--- config.mk ---
export PLATFORM = sky130hd
export DESIGN_NAME = seconds_to_date_time_top
export DESIGN_NICKNAME = d
export VERILOG_FILES = /design/src/rtl/s2dt_pkg.sv /design/src/rtl/seconds_to_date_time_top.sv /design/src/rtl/s2dt_front.sv /design/src/rtl/s2dt_queue.sv /design/src/rtl/s2dt_back.sv
export SDC_FILE = /design/constraint.sdc
export NUM_CORES = 2
export LEC_CHECK = 0
export ABC_CLOCK_PERIOD_IN_PS = 7900
export BUFFER_PORTS_ARGS = -buffer_cell sky130_fd_sc_hd__buf_2
export CAP_MARGIN = 20
export CORE_ASPECT_RATIO = 2
export CORE_UTILIZATION = 60
export CTS_CLUSTER_SIZE = 30
export DETAILED_ROUTE_END_ITERATION = 10
export GPL_TIMING_DRIVEN = 0
export PLACE_DENSITY = 0.77
export SETUP_SLACK_MARGIN = 0.3
export SLEW_MARGIN = 20
export SYNTH_ARGS = -nofsm -noshare
export SYNTH_HDL_FRONTEND = slang
export SYNTH_SLANG_ARGS = --single-unit
--- constraint.sdc ---
create_clock -name clk -period 7.9 [get_ports clk]
set_input_delay 0.395 -clock clk [delete_from_list [all_inputs] [get_ports clk]]
set_output_delay 0.395 -clock clk [all_outputs]
set_load 0.02 [all_outputs]
--- src/rtl/s2dt_pkg.sv ---
// Types and constants shared by the seconds to date/time converter.
package s2dt_pkg;

  // time of day plus whole days, handed from the front to the back
  typedef struct packed {
    logic [15:0] days;
    logic [4:0]  hour;
    logic [5:0]  minute;
    logic [5:0]  second;
  } s2dt_tod_t;

  // floor(x / 15) == (x * M) >> S, exact for x of the given width
  localparam logic [30:0] DIV15_M30 = 31'd1145324613;  // x < 2^30, shift 34
  localparam logic [25:0] DIV15_M25 = 26'd35791395;    // x < 2^25, shift 29
  // floor(x / 3), x < 2^18, shift 20
  localparam logic [18:0] DIV3_M18  = 19'd349526;
  // floor(x / 1461), x < 2^16, shift 27
  localparam logic [16:0] DIV1461_M16 = 17'd91868;

  localparam logic [5:0]  SECS_PER_MIN   = 6'd60;
  localparam logic [4:0]  HOURS_PER_DAY  = 5'd24;
  localparam logic [10:0] DAYS_PER_CYCLE = 11'd1461;

  localparam int QUEUE_DEPTH = 2;

  // first day of each month within the four-year cycle, leap year first
  localparam logic [10:0] CYCLE_MONTH_START [0:47] = '{
    11'd0,    11'd31,   11'd60,   11'd91,   11'd121,  11'd152,
    11'd182,  11'd213,  11'd244,  11'd274,  11'd305,  11'd335,
    11'd366,  11'd397,  11'd425,  11'd456,  11'd486,  11'd517,
    11'd547,  11'd578,  11'd609,  11'd639,  11'd670,  11'd700,
    11'd731,  11'd762,  11'd790,  11'd821,  11'd851,  11'd882,
    11'd912,  11'd943,  11'd974,  11'd1004, 11'd1035, 11'd1065,
    11'd1096, 11'd1127, 11'd1155, 11'd1186, 11'd1216, 11'd1247,
    11'd1277, 11'd1308, 11'd1339, 11'd1369, 11'd1400, 11'd1430
  };

endpackage

--- src/rtl/seconds_to_date_time_top.sv ---
// Path: an accepted request is registered through front stages a to d, the queue and
// back stages s1 to s4 and the output registers; out_valid rises with the result.
// Throughput: one request per cycle; the front divider pipe and the back calendar
// pipe each take one item a cycle, and busy rises only when the two-entry queue
// between them is full, which an unstalled back end never lets happen.
// Reset: synchronous active-low rst_n clears all valid bits and queue pointers.
module seconds_to_date_time_top (
  input  logic        clk,
  input  logic        rst_n,
  input  logic        start,
  output logic        busy,
  input  logic [31:0] in_epoch_seconds,
  output logic        out_valid,
  output logic [5:0]  out_second,
  output logic [5:0]  out_minute,
  output logic [4:0]  out_hour,
  output logic [4:0]  out_day_of_month,
  output logic [3:0]  out_month,
  output logic [7:0]  out_year_offset
);

  logic                q_full;
  logic                push;
  logic                q_vld;
  s2dt_pkg::s2dt_tod_t front_tod;
  s2dt_pkg::s2dt_tod_t q_tod;

  assign busy = q_full;

  s2dt_front u_front (
    .clk     (clk),
    .rst_n   (rst_n),
    .adv     (!q_full),
    .in_vld  (start && !busy),
    .in_secs (in_epoch_seconds),
    .push    (push),
    .tod     (front_tod)
  );

  s2dt_queue u_queue (
    .clk     (clk),
    .rst_n   (rst_n),
    .push    (push),
    .wr_data (front_tod),
    .pop     (1'b1),
    .rd_vld  (q_vld),
    .rd_data (q_tod),
    .full    (q_full)
  );

  s2dt_back u_back (
    .clk              (clk),
    .rst_n            (rst_n),
    .in_vld           (q_vld),
    .in_tod           (q_tod),
    .out_valid        (out_valid),
    .out_second       (out_second),
    .out_minute       (out_minute),
    .out_hour         (out_hour),
    .out_day_of_month (out_day_of_month),
    .out_month        (out_month),
    .out_year_offset  (out_year_offset)
  );

endmodule

--- src/rtl/s2dt_front.sv ---
// Front end: splits seconds into second, minute, hour and whole days.
module s2dt_front (
  input  logic                  clk,
  input  logic                  rst_n,
  input  logic                  adv,
  input  logic                  in_vld,
  input  logic [31:0]           in_secs,
  output logic                  push,
  output s2dt_pkg::s2dt_tod_t   tod
);

  logic        a_v_r, b_v_r, c_v_r, d_v_r;
  logic [31:0] a_t_r;
  logic [5:0]  b_t_r;
  logic [26:0] b_q1_r;
  logic [5:0]  c_q1_r;
  logic [20:0] c_q2_r;
  logic [5:0]  c_sec_r;
  logic [4:0]  d_q2_r;
  logic [15:0] d_q3_r;
  logic [5:0]  d_min_r;
  logic [5:0]  d_sec_r;

  logic [60:0] prod1;
  logic [50:0] prod2;
  logic [36:0] prod3;
  logic [5:0]  sec_nxt;
  logic [5:0]  min_nxt;

  // t/60 = (t>>2)/15, q1/60 = (q1>>2)/15, q2/24 = (q2>>3)/3
  assign prod1 = 61'(a_t_r[31:2]) * 61'(s2dt_pkg::DIV15_M30);
  assign prod2 = 51'(b_q1_r[26:2]) * 51'(s2dt_pkg::DIV15_M25);
  assign prod3 = 37'(c_q2_r[20:3]) * 37'(s2dt_pkg::DIV3_M18);

  // remainders are below 64, so only the low bits matter
  assign sec_nxt = b_t_r - (b_q1_r[5:0] * s2dt_pkg::SECS_PER_MIN);
  assign min_nxt = c_q1_r - (c_q2_r[5:0] * s2dt_pkg::SECS_PER_MIN);

  always_ff @(posedge clk) begin
    if (!rst_n) begin
      a_v_r <= 1'b0;
      b_v_r <= 1'b0;
      c_v_r <= 1'b0;
      d_v_r <= 1'b0;
    end else if (adv) begin
      a_v_r <= in_vld;
      b_v_r <= a_v_r;
      c_v_r <= b_v_r;
      d_v_r <= c_v_r;
    end
  end

  always_ff @(posedge clk) begin
    if (adv) begin
      a_t_r   <= in_secs;
      b_t_r   <= a_t_r[5:0];
      b_q1_r  <= prod1[60:34];
      c_q1_r  <= b_q1_r[5:0];
      c_q2_r  <= prod2[49:29];
      c_sec_r <= sec_nxt;
      d_q2_r  <= c_q2_r[4:0];
      d_q3_r  <= prod3[35:20];
      d_min_r <= min_nxt;
      d_sec_r <= c_sec_r;
    end
  end

  assign push       = d_v_r && adv;
  assign tod.days   = d_q3_r;
  assign tod.hour   = d_q2_r - (d_q3_r[4:0] * s2dt_pkg::HOURS_PER_DAY);
  assign tod.minute = d_min_r;
  assign tod.second = d_sec_r;

endmodule

--- src/rtl/s2dt_queue.sv ---
// Small queue between the front end and the calendar back end.
module s2dt_queue (
  input  logic                  clk,
  input  logic                  rst_n,
  input  logic                  push,
  input  s2dt_pkg::s2dt_tod_t   wr_data,
  input  logic                  pop,
  output logic                  rd_vld,
  output s2dt_pkg::s2dt_tod_t   rd_data,
  output logic                  full
);

  localparam int PW = $clog2(s2dt_pkg::QUEUE_DEPTH);
  localparam int CW = $clog2(s2dt_pkg::QUEUE_DEPTH + 1);
  localparam logic [PW-1:0] LAST = PW'(s2dt_pkg::QUEUE_DEPTH - 1);

  s2dt_pkg::s2dt_tod_t mem_r [s2dt_pkg::QUEUE_DEPTH];
  logic [PW-1:0] wr_ptr_r, rd_ptr_r;
  logic [CW-1:0] cnt_r, cnt_nxt;
  logic          do_push, do_pop;

  assign do_push = push && !full;
  assign do_pop  = pop && rd_vld;
  assign rd_vld  = (cnt_r != '0);
  assign full    = (cnt_r == CW'(s2dt_pkg::QUEUE_DEPTH));
  assign rd_data = mem_r[rd_ptr_r];

  always_comb begin
    cnt_nxt = cnt_r;
    if (do_push && !do_pop) cnt_nxt = cnt_r + 1'b1;
    else if (do_pop && !do_push) cnt_nxt = cnt_r - 1'b1;
  end

  always_ff @(posedge clk) begin
    if (!rst_n) begin
      wr_ptr_r <= '0;
      rd_ptr_r <= '0;
      cnt_r    <= '0;
    end else begin
      cnt_r <= cnt_nxt;
      if (do_push) wr_ptr_r <= (wr_ptr_r == LAST) ? '0 : wr_ptr_r + 1'b1;
      if (do_pop)  rd_ptr_r <= (rd_ptr_r == LAST) ? '0 : rd_ptr_r + 1'b1;
    end
  end

  always_ff @(posedge clk) begin
    if (do_push) mem_r[wr_ptr_r] <= wr_data;
  end

endmodule

--- src/rtl/s2dt_back.sv ---
// Back end: four-year cycles, year within cycle, month and day lookup.
module s2dt_back (
  input  logic                  clk,
  input  logic                  rst_n,
  input  logic                  in_vld,
  input  s2dt_pkg::s2dt_tod_t   in_tod,
  output logic                  out_valid,
  output logic [5:0]            out_second,
  output logic [5:0]            out_minute,
  output logic [4:0]            out_hour,
  output logic [4:0]            out_day_of_month,
  output logic [3:0]            out_month,
  output logic [7:0]            out_year_offset
);

  logic v1_r, v2_r, v3_r, v4_r, v5_r;
  s2dt_pkg::s2dt_tod_t s1_tod_r, s2_tod_r, s3_tod_r, s4_tod_r;
  logic [5:0]  s1_cyc_r, s2_cyc_r, s3_cyc_r, s4_cyc_r;
  logic [10:0] s2_rem_r, s3_rem_r, s4_rem_r;
  logic [1:0]  s3_yr_r, s4_yr_r;
  logic [3:0]  s4_mo_r;
  logic [10:0] s4_start_r;
  logic [5:0]  out_sec_r, out_min_r;
  logic [4:0]  out_hr_r, out_day_r;
  logic [3:0]  out_mo_r;
  logic [7:0]  out_yoff_r;

  logic [32:0] cyc_prod;
  logic [10:0] rem_nxt;
  logic [1:0]  yr_nxt;
  logic [5:0]  base;
  logic [3:0]  mo_nxt;
  logic [10:0] start_nxt;

  assign cyc_prod = 33'(in_tod.days) * 33'(s2dt_pkg::DIV1461_M16);
  // remainder is below 1461, so eleven bits suffice
  assign rem_nxt  = s1_tod_r.days[10:0] - ({5'd0, s1_cyc_r} * s2dt_pkg::DAYS_PER_CYCLE);

  always_comb begin
    if (s2_rem_r >= s2dt_pkg::CYCLE_MONTH_START[36])      yr_nxt = 2'd3;
    else if (s2_rem_r >= s2dt_pkg::CYCLE_MONTH_START[24]) yr_nxt = 2'd2;
    else if (s2_rem_r >= s2dt_pkg::CYCLE_MONTH_START[12]) yr_nxt = 2'd1;
    else                                                 yr_nxt = 2'd0;
  end

  assign base = 6'({s3_yr_r, 3'b000}) + 6'({s3_yr_r, 2'b00});

  // month starts ascend, so the last start not past rem wins
  always_comb begin
    mo_nxt = 4'd0;
    for (int k = 1; k < 12; k++) begin
      if (s3_rem_r >= s2dt_pkg::CYCLE_MONTH_START[base + 6'(k)]) mo_nxt = 4'(k);
    end
    start_nxt = s2dt_pkg::CYCLE_MONTH_START[base + {2'b00, mo_nxt}];
  end

  always_ff @(posedge clk) begin
    if (!rst_n) begin
      v1_r <= 1'b0;
      v2_r <= 1'b0;
      v3_r <= 1'b0;
      v4_r <= 1'b0;
      v5_r <= 1'b0;
    end else begin
      v1_r <= in_vld;
      v2_r <= v1_r;
      v3_r <= v2_r;
      v4_r <= v3_r;
      v5_r <= v4_r;
    end
  end

  always_ff @(posedge clk) begin
    s1_tod_r   <= in_tod;
    s1_cyc_r   <= cyc_prod[32:27];
    s2_tod_r   <= s1_tod_r;
    s2_cyc_r   <= s1_cyc_r;
    s2_rem_r   <= rem_nxt;
    s3_tod_r   <= s2_tod_r;
    s3_cyc_r   <= s2_cyc_r;
    s3_rem_r   <= s2_rem_r;
    s3_yr_r    <= yr_nxt;
    s4_tod_r   <= s3_tod_r;
    s4_cyc_r   <= s3_cyc_r;
    s4_rem_r   <= s3_rem_r;
    s4_yr_r    <= s3_yr_r;
    s4_mo_r    <= mo_nxt;
    s4_start_r <= start_nxt;
    out_sec_r  <= s4_tod_r.second;
    out_min_r  <= s4_tod_r.minute;
    out_hr_r   <= s4_tod_r.hour;
    out_day_r  <= 5'(s4_rem_r - s4_start_r) + 5'd1;
    out_mo_r   <= s4_mo_r + 4'd1;
    out_yoff_r <= {s4_cyc_r, s4_yr_r};
  end

  assign out_valid        = v5_r;
  assign out_second       = out_sec_r;
  assign out_minute       = out_min_r;
  assign out_hour         = out_hr_r;
  assign out_day_of_month = out_day_r;
  assign out_month        = out_mo_r;
  assign out_year_offset  = out_yoff_r;

endmodule

# == Yosys cells after proc, flatten, opt, wreduce, memory -nomap -nowiden ==
# Memories as Yosys holds them, arrays and structs flattened. A register that Yosys moved wholly into a read port is not among the register bits.
# Index checks and enable logic that the tools add are counted.
# classes
add_sub_neg,24
n_mul,8
n_lt_le_gt_ge,25
eq_ne,1
n_mux,43
bitwise,12
reduce_logical,11
# op_table
operator,n
two-way mux 11 bit,22
greater-or-equal comparator 11 bit,11
NOT 6 -> 7 bit,12
"greater-or-equal comparator 7 bit, second input constant",11
"multiplier 30 x 31 -> 61 bit, second input constant",1
"multiplier 25 x 26 -> 50 bit, second input constant",1
"multiplier 18 x 18 -> 35 bit, second input constant",1
"multiplier 16 x 15 -> 31 bit, second input constant",1
"adder 6 x 3 -> 6 bit, second input constant",4
"adder 6 x 4 -> 6 bit, second input constant",4
two-way mux 4 bit,4
"adder 6 x 2 -> 6 bit, second input constant",2
"multiplier 6 x 4 -> 4 bit, second input constant",2
two-way mux 3 bit,4
subtractor 6 bit,2
"greater-or-equal comparator 11 x 10 -> 1 bit, second input constant",1
"greater-or-equal comparator 11 bit, second input constant",1
"greater-or-equal comparator 11 x 9 -> 1 bit, second input constant",1
"multiplier 6 x 11 -> 11 bit, second input constant",1
subtractor 11 bit,1
subtractor 5 bit,2
two-way mux 1 bit,9
two-way mux 2 bit,4
adder 5 x 4 -> 6 bit,1
other kinds (13),21
# word_totals
reg_bits,316
mem_bits_rw,66
rom_bits,8448
input_bits,35
output_inout_bits,36
wordCells,189
mem_count,13
# mem_list
memory,depth,width,rd,rd_clocked_by_memory_dff,wr,line_no,text
(name not given),64,11,1,0,0,s2dt_back.sv:52,if (s3_rem_r >= s2dt_pkg::CYCLE_MONTH_START[base + 6'(k)]) mo_nxt = 4'(k);
(name not given),64,11,1,0,0,s2dt_back.sv:52,
(name not given),64,11,1,0,0,s2dt_back.sv:52,
(name not given),64,11,1,0,0,s2dt_back.sv:52,
(name not given),64,11,1,0,0,s2dt_back.sv:52,
(name not given),64,11,1,0,0,s2dt_back.sv:52,
+7 memories,n/a,n/a,n/a,n/a,n/a,n/a,

# == Logic depth before layout (Yosys ltp) ==
# depth
ltp_word,20
depth_mapped,26
mapped_depth_nobuf,24

# == Modules after synthesis ==
# From an unflattened synthesis, not the netlist that was laid out.
# hier_totals
cells_unflattened,3641
area_unflattened_um2,39850.7
# modules_own_cells
mod,n_inst,cells_each,area_per_inst_um2,seq_area_each_um2
s2dt_front,1,2324,24646.1,4013.8
s2dt_back,1,1186,12580.8,3643.5
s2dt_queue,1,128,2610.0,2082.0
seconds_to_date_time_top,1,3,13.8,0.0

# == Worst setup path after synthesis ==
# OpenSTA, ideal clock, no wires.
# synth_path
path_kind,register to register
start,register u_queue.cnt_r[0]
end,"memory u_queue.mem_r[0][0] in the netlist's numbering, enable pin"
setup_ps,423
arrival_ps,6338
required_time_ps,7477
setup_slack_ps,1139
stages_incl_launch_ff,5
n_path_buf,1
period_less_slack_ps,6761
cell_sequence,dfxtp_1 -> nand2b_1 -> clkbuf_1 -> nand2_1 -> nor2_1
# synth_via
elab_chain_len,6
# synth_rtl
element,line_no,text
"start, declared",s2dt_queue.sv:19,"logic [CW-1:0] cnt_r, cnt_nxt;"
"start signal, assigned",s2dt_queue.sv:40,cnt_r <= cnt_nxt;
equality test 2 bit (*),s2dt_queue.sv:25,assign full = (cnt_r == CW'(s2dt_pkg::QUEUE_DEPTH));
zero test 1 bit (*),"seconds_to_date_time_top.sv:33, s2dt_queue.sv:22",
logical AND 1 bit,s2dt_front.sv:68,assign push = d_v_r && adv;
logical AND 1 bit (*),s2dt_queue.sv:22,assign do_push = push && !full;
two-way mux 1 bit (*),s2dt_queue.sv:47,if (do_push) mem_r[wr_ptr_r] <= wr_data;
two-way mux 1 bit (implied by the code) (*),s2dt_queue.sv:47,
"end, declared",s2dt_queue.sv:17,s2dt_pkg::s2dt_tod_t mem_r [s2dt_pkg::QUEUE_DEPTH];
# Every way passes the cells marked *; elsewhere a longest branch is shown, timed or not.

==> impl_metrics.ini <==
[status]
run_status = complete, no violations

[global_routing]
grt_remaining_overflow = 0
grt_usage_pct = 28.3
grt_max_degree = 48
antenna_found_initial = 1
grt_pass1_wl_um = 144000
grt_pass1_vias = 29300

[setup_path]
critPathMostFrequentCell = fa_1
startpoint_type = register
crit_arrival_ns = 7.83
path_cells = clkbuf_1, clkbuf_2, mux2i_2, fa_1, inv_1, fa_1, inv_1, fa_1, fa_1, fa_1, inv_1, fa_1, ha_1, or3_1, a221oi_1, o21ai_0, a221oi_1, o32ai_1, a211o_1, a21oi_1, xnor2_1
cp.required_ns = 8.41
critPathBufInv = 5
path_class = reg2reg
max_stage_delay_ns = 0.61
slowest_stage = mux2i_2
crit_fanout = 10
crit_family = adder cells
endpoint_kind = register

[finish]
seqCellArea_um2 = 9740
layout.nets = 5113
multi_input_area_um2 = 26600
diodes = 0
area_growth_pct = 8.13
drive_above_1_share_pct = 5.52
fin_util_pct = 65.9
num-fill-cells = 4940
finalNonFillerCells = 4624

[logic_synthesis]
syn_area_um2 = 39500
ys_ff_latch = 388
synth_top_area_cell = ha_1
syn_nets = 4967
synth_edf_count = 197
async_reset_ff_share_pct = 0
yosysWarnings = 0
synthCells = 3578
netlist_top_cells_area = ha_1 29%, fa_1 22%, edfxtp_1 15%
yosysTopAreaCellShare_pct = 28.9
synth_area_per_cell_um2 = 11.1
ys.flop_type = edfxtp_1
netlist_top_cells_count = 913 x ha_1, 840 x inv_1, 441 x fa_1
seq_area_frac_synth_pct = 24.6
yosys.cell_count.top_type = ha_1
synth_cell_types = 87

[timing]
skew_ns = 0.0251
hold_ws_ns = 0.0630
grt_setup_unrepaired = false
fin_crit_sh_pct = 92.6
fin_ws_ns = 0.588
max_freq_mhz = 137
tightest_slew_ns = 0.916
finalSetupViolations = 0
relSlewSlack_pct = 38.5
maxSlewViolCount = 0
period_needed_ns = 7.31
hold_viol_final = 0

[clocking]
insertion_delay_ns = 0.60
clock-sinks = 388
cts_htree_levels = 2
cts_buffers = 37
clk_pin_slew_ns = 0.07
clockRootBuffer = clkbuf_16
cts_tree = done
cts_buffer_depth = 3

[place]
pre_cts_slack_ns = -0.0575
hpwl_um = 75500
io_buffer_count = 70
place_inst = 4524
gp_congestion = 0.981

[detailed_routing]
vias = 26000
wl_per_cell_um = 19.5
via_per_inst = 5.62
postRouteWirelength_um = 90000
drcViolationCount = 0
ant_nets = 0
firstDrtPassIters = 7
drtIter0Drc = 895

[die]
io_pins = 71
die_x_um = 184
dieArea_um2 = 67000
num_rows = 132
fp.dieH_um = 365
core_um2 = 64900
initial_utilization_pct = 60.9

[job]
maxCapViolations = 0

[worst_hold_path]
hold_path_class = in2reg
## sequential cells by signal, indices dropped and copies added (netlist names), 8 cells and up, named ones only
signal and count:
u_back.out_year_offset 8, u_back.s1_tod_r 28, u_back.s2_rem_r 11, u_back.s2_tod_r 17, u_back.s3_rem_r 11, u_back.s3_tod_r 17, u_back.s4_tod_r 17, u_front.a_t_r 32
u_front.b_q1_r 27, u_front.c_q2_r 21, u_front.d_q3_r 16, u_queue.mem_r 66
## layer usage
layer  wire length, um  GRT usage [%]  vias to the layer above
met5                 0              0                        -
met1             26300           22.5                    12700
met3              2570           3.30                      429
met2             51400           57.1                      645
li1                  -              -                    12200
met4              9670           26.5                        0
## timing repair
action	4_1_cts	5_1_grt
gates resized for setup	9	13
endpoints found under the setup margin	6	5
hold buffers	32	0
endpoints found under the hold margin	32	0
gates cloned	0	0
buffers inserted	0	0
## stage by stage
step	setup TNS, ns	instance area (um^2)
after floorplan	0	39500
after global placement	-52.34	41000
after detailed placement	-0.0575	41100
after CTS	0	42700
after global routing	0	42800
final	0	42800
## cells by family (layout without fill, tap and decap cells)
| kind of cell | count (synthesis) | count (layout) | share of synthesized area, % |
|---|---|---|---|
| xor+xnor | 118 | 118 | 2.61 |
| fa+ha+maj | 1354 | 1354 | 51.2 |
| flops | 388 | 388 | 24.6 |
| simple gates | 350 | 350 | 4.42 |
| compound gates | 466 | 466 | 7.79 |
| buf+inv | 863 | 1038 | 8.22 |
| other cells | 1 | 1 | 0.00948 |
| mux | 38 | 38 | 1.09 |
## final cells by class
cell class / instances / share of cell area [%]
clock buffers: 49 / 2.50
clock inverters: 19 / 0.433
plain buffers: 21 / 0.228
well taps: 871 / 2.55
inverters: 842 / 7.39
repair buffers: 107 / 1.82
multi-input cells: 2327 / 62.3
flip-flops and latches: 388 / 22.8
## path summary, 6_finish.rpt
path	start	slack [ns]	endpoint	depth (start not counted)
worst max register to register	register	0.59	u_back.s1_cyc_r[0]	21
worst min-delay path	start	0.06	u_front.a_v_r	3
worst max-delay path	register	0.59	u_back.s1_cyc_r[0]	21
worst min register to register	u_back.s1_tod_r[14]	0.33	u_back.s2_tod_r[14]	0
## layout by cell type (no fill, tap or decap), types with 30 or more instances in the layout
| master | netlist | routed |
|---|---|---|
| nand2_1 | 92 | 92 |
| nand3_1 | 30 | 30 |
| ha_1 | 913 | 913 |
| o21ai_0 | 84 | 84 |
| dlygate4sd3_1 | 0 | 32 |
| inv_1 | 840 | 841 |
| nor2_1 | 82 | 81 |
| xor2_1 | 38 | 38 |
| fa_1 | 441 | 441 |
| a21oi_1 | 139 | 139 |
| xnor2_1 | 80 | 80 |
| buf_2 | 2 | 72 |
| a21o_1 | 66 | 66 |
| dfxtp_1 | 191 | 191 |
| edfxtp_1 | 197 | 197 |
| clkbuf_16 | 0 | 40 |
## worst reg2reg max path: stages, from the launching register on
cell and delay [ns]:
dfxtp_1 0.32, clkbuf_1 0.32, clkbuf_2 0.42, mux2i_2 0.61, fa_1 0.53, inv_1 0.08, fa_1 0.41, inv_1 0.09
fa_1 0.43, fa_1 0.48, fa_1 0.55, inv_1 0.07, fa_1 0.56, ha_1 0.26, or3_1 0.37, a221oi_1 0.23
o21ai_0 0.38, a221oi_1 0.42, o32ai_1 0.16, a211o_1 0.24, a21oi_1 0.18, xnor2_1 0.13
Power is not shown: default switching activity piles up to over one toggle a cycle in this logic, so the estimate is an artifact.
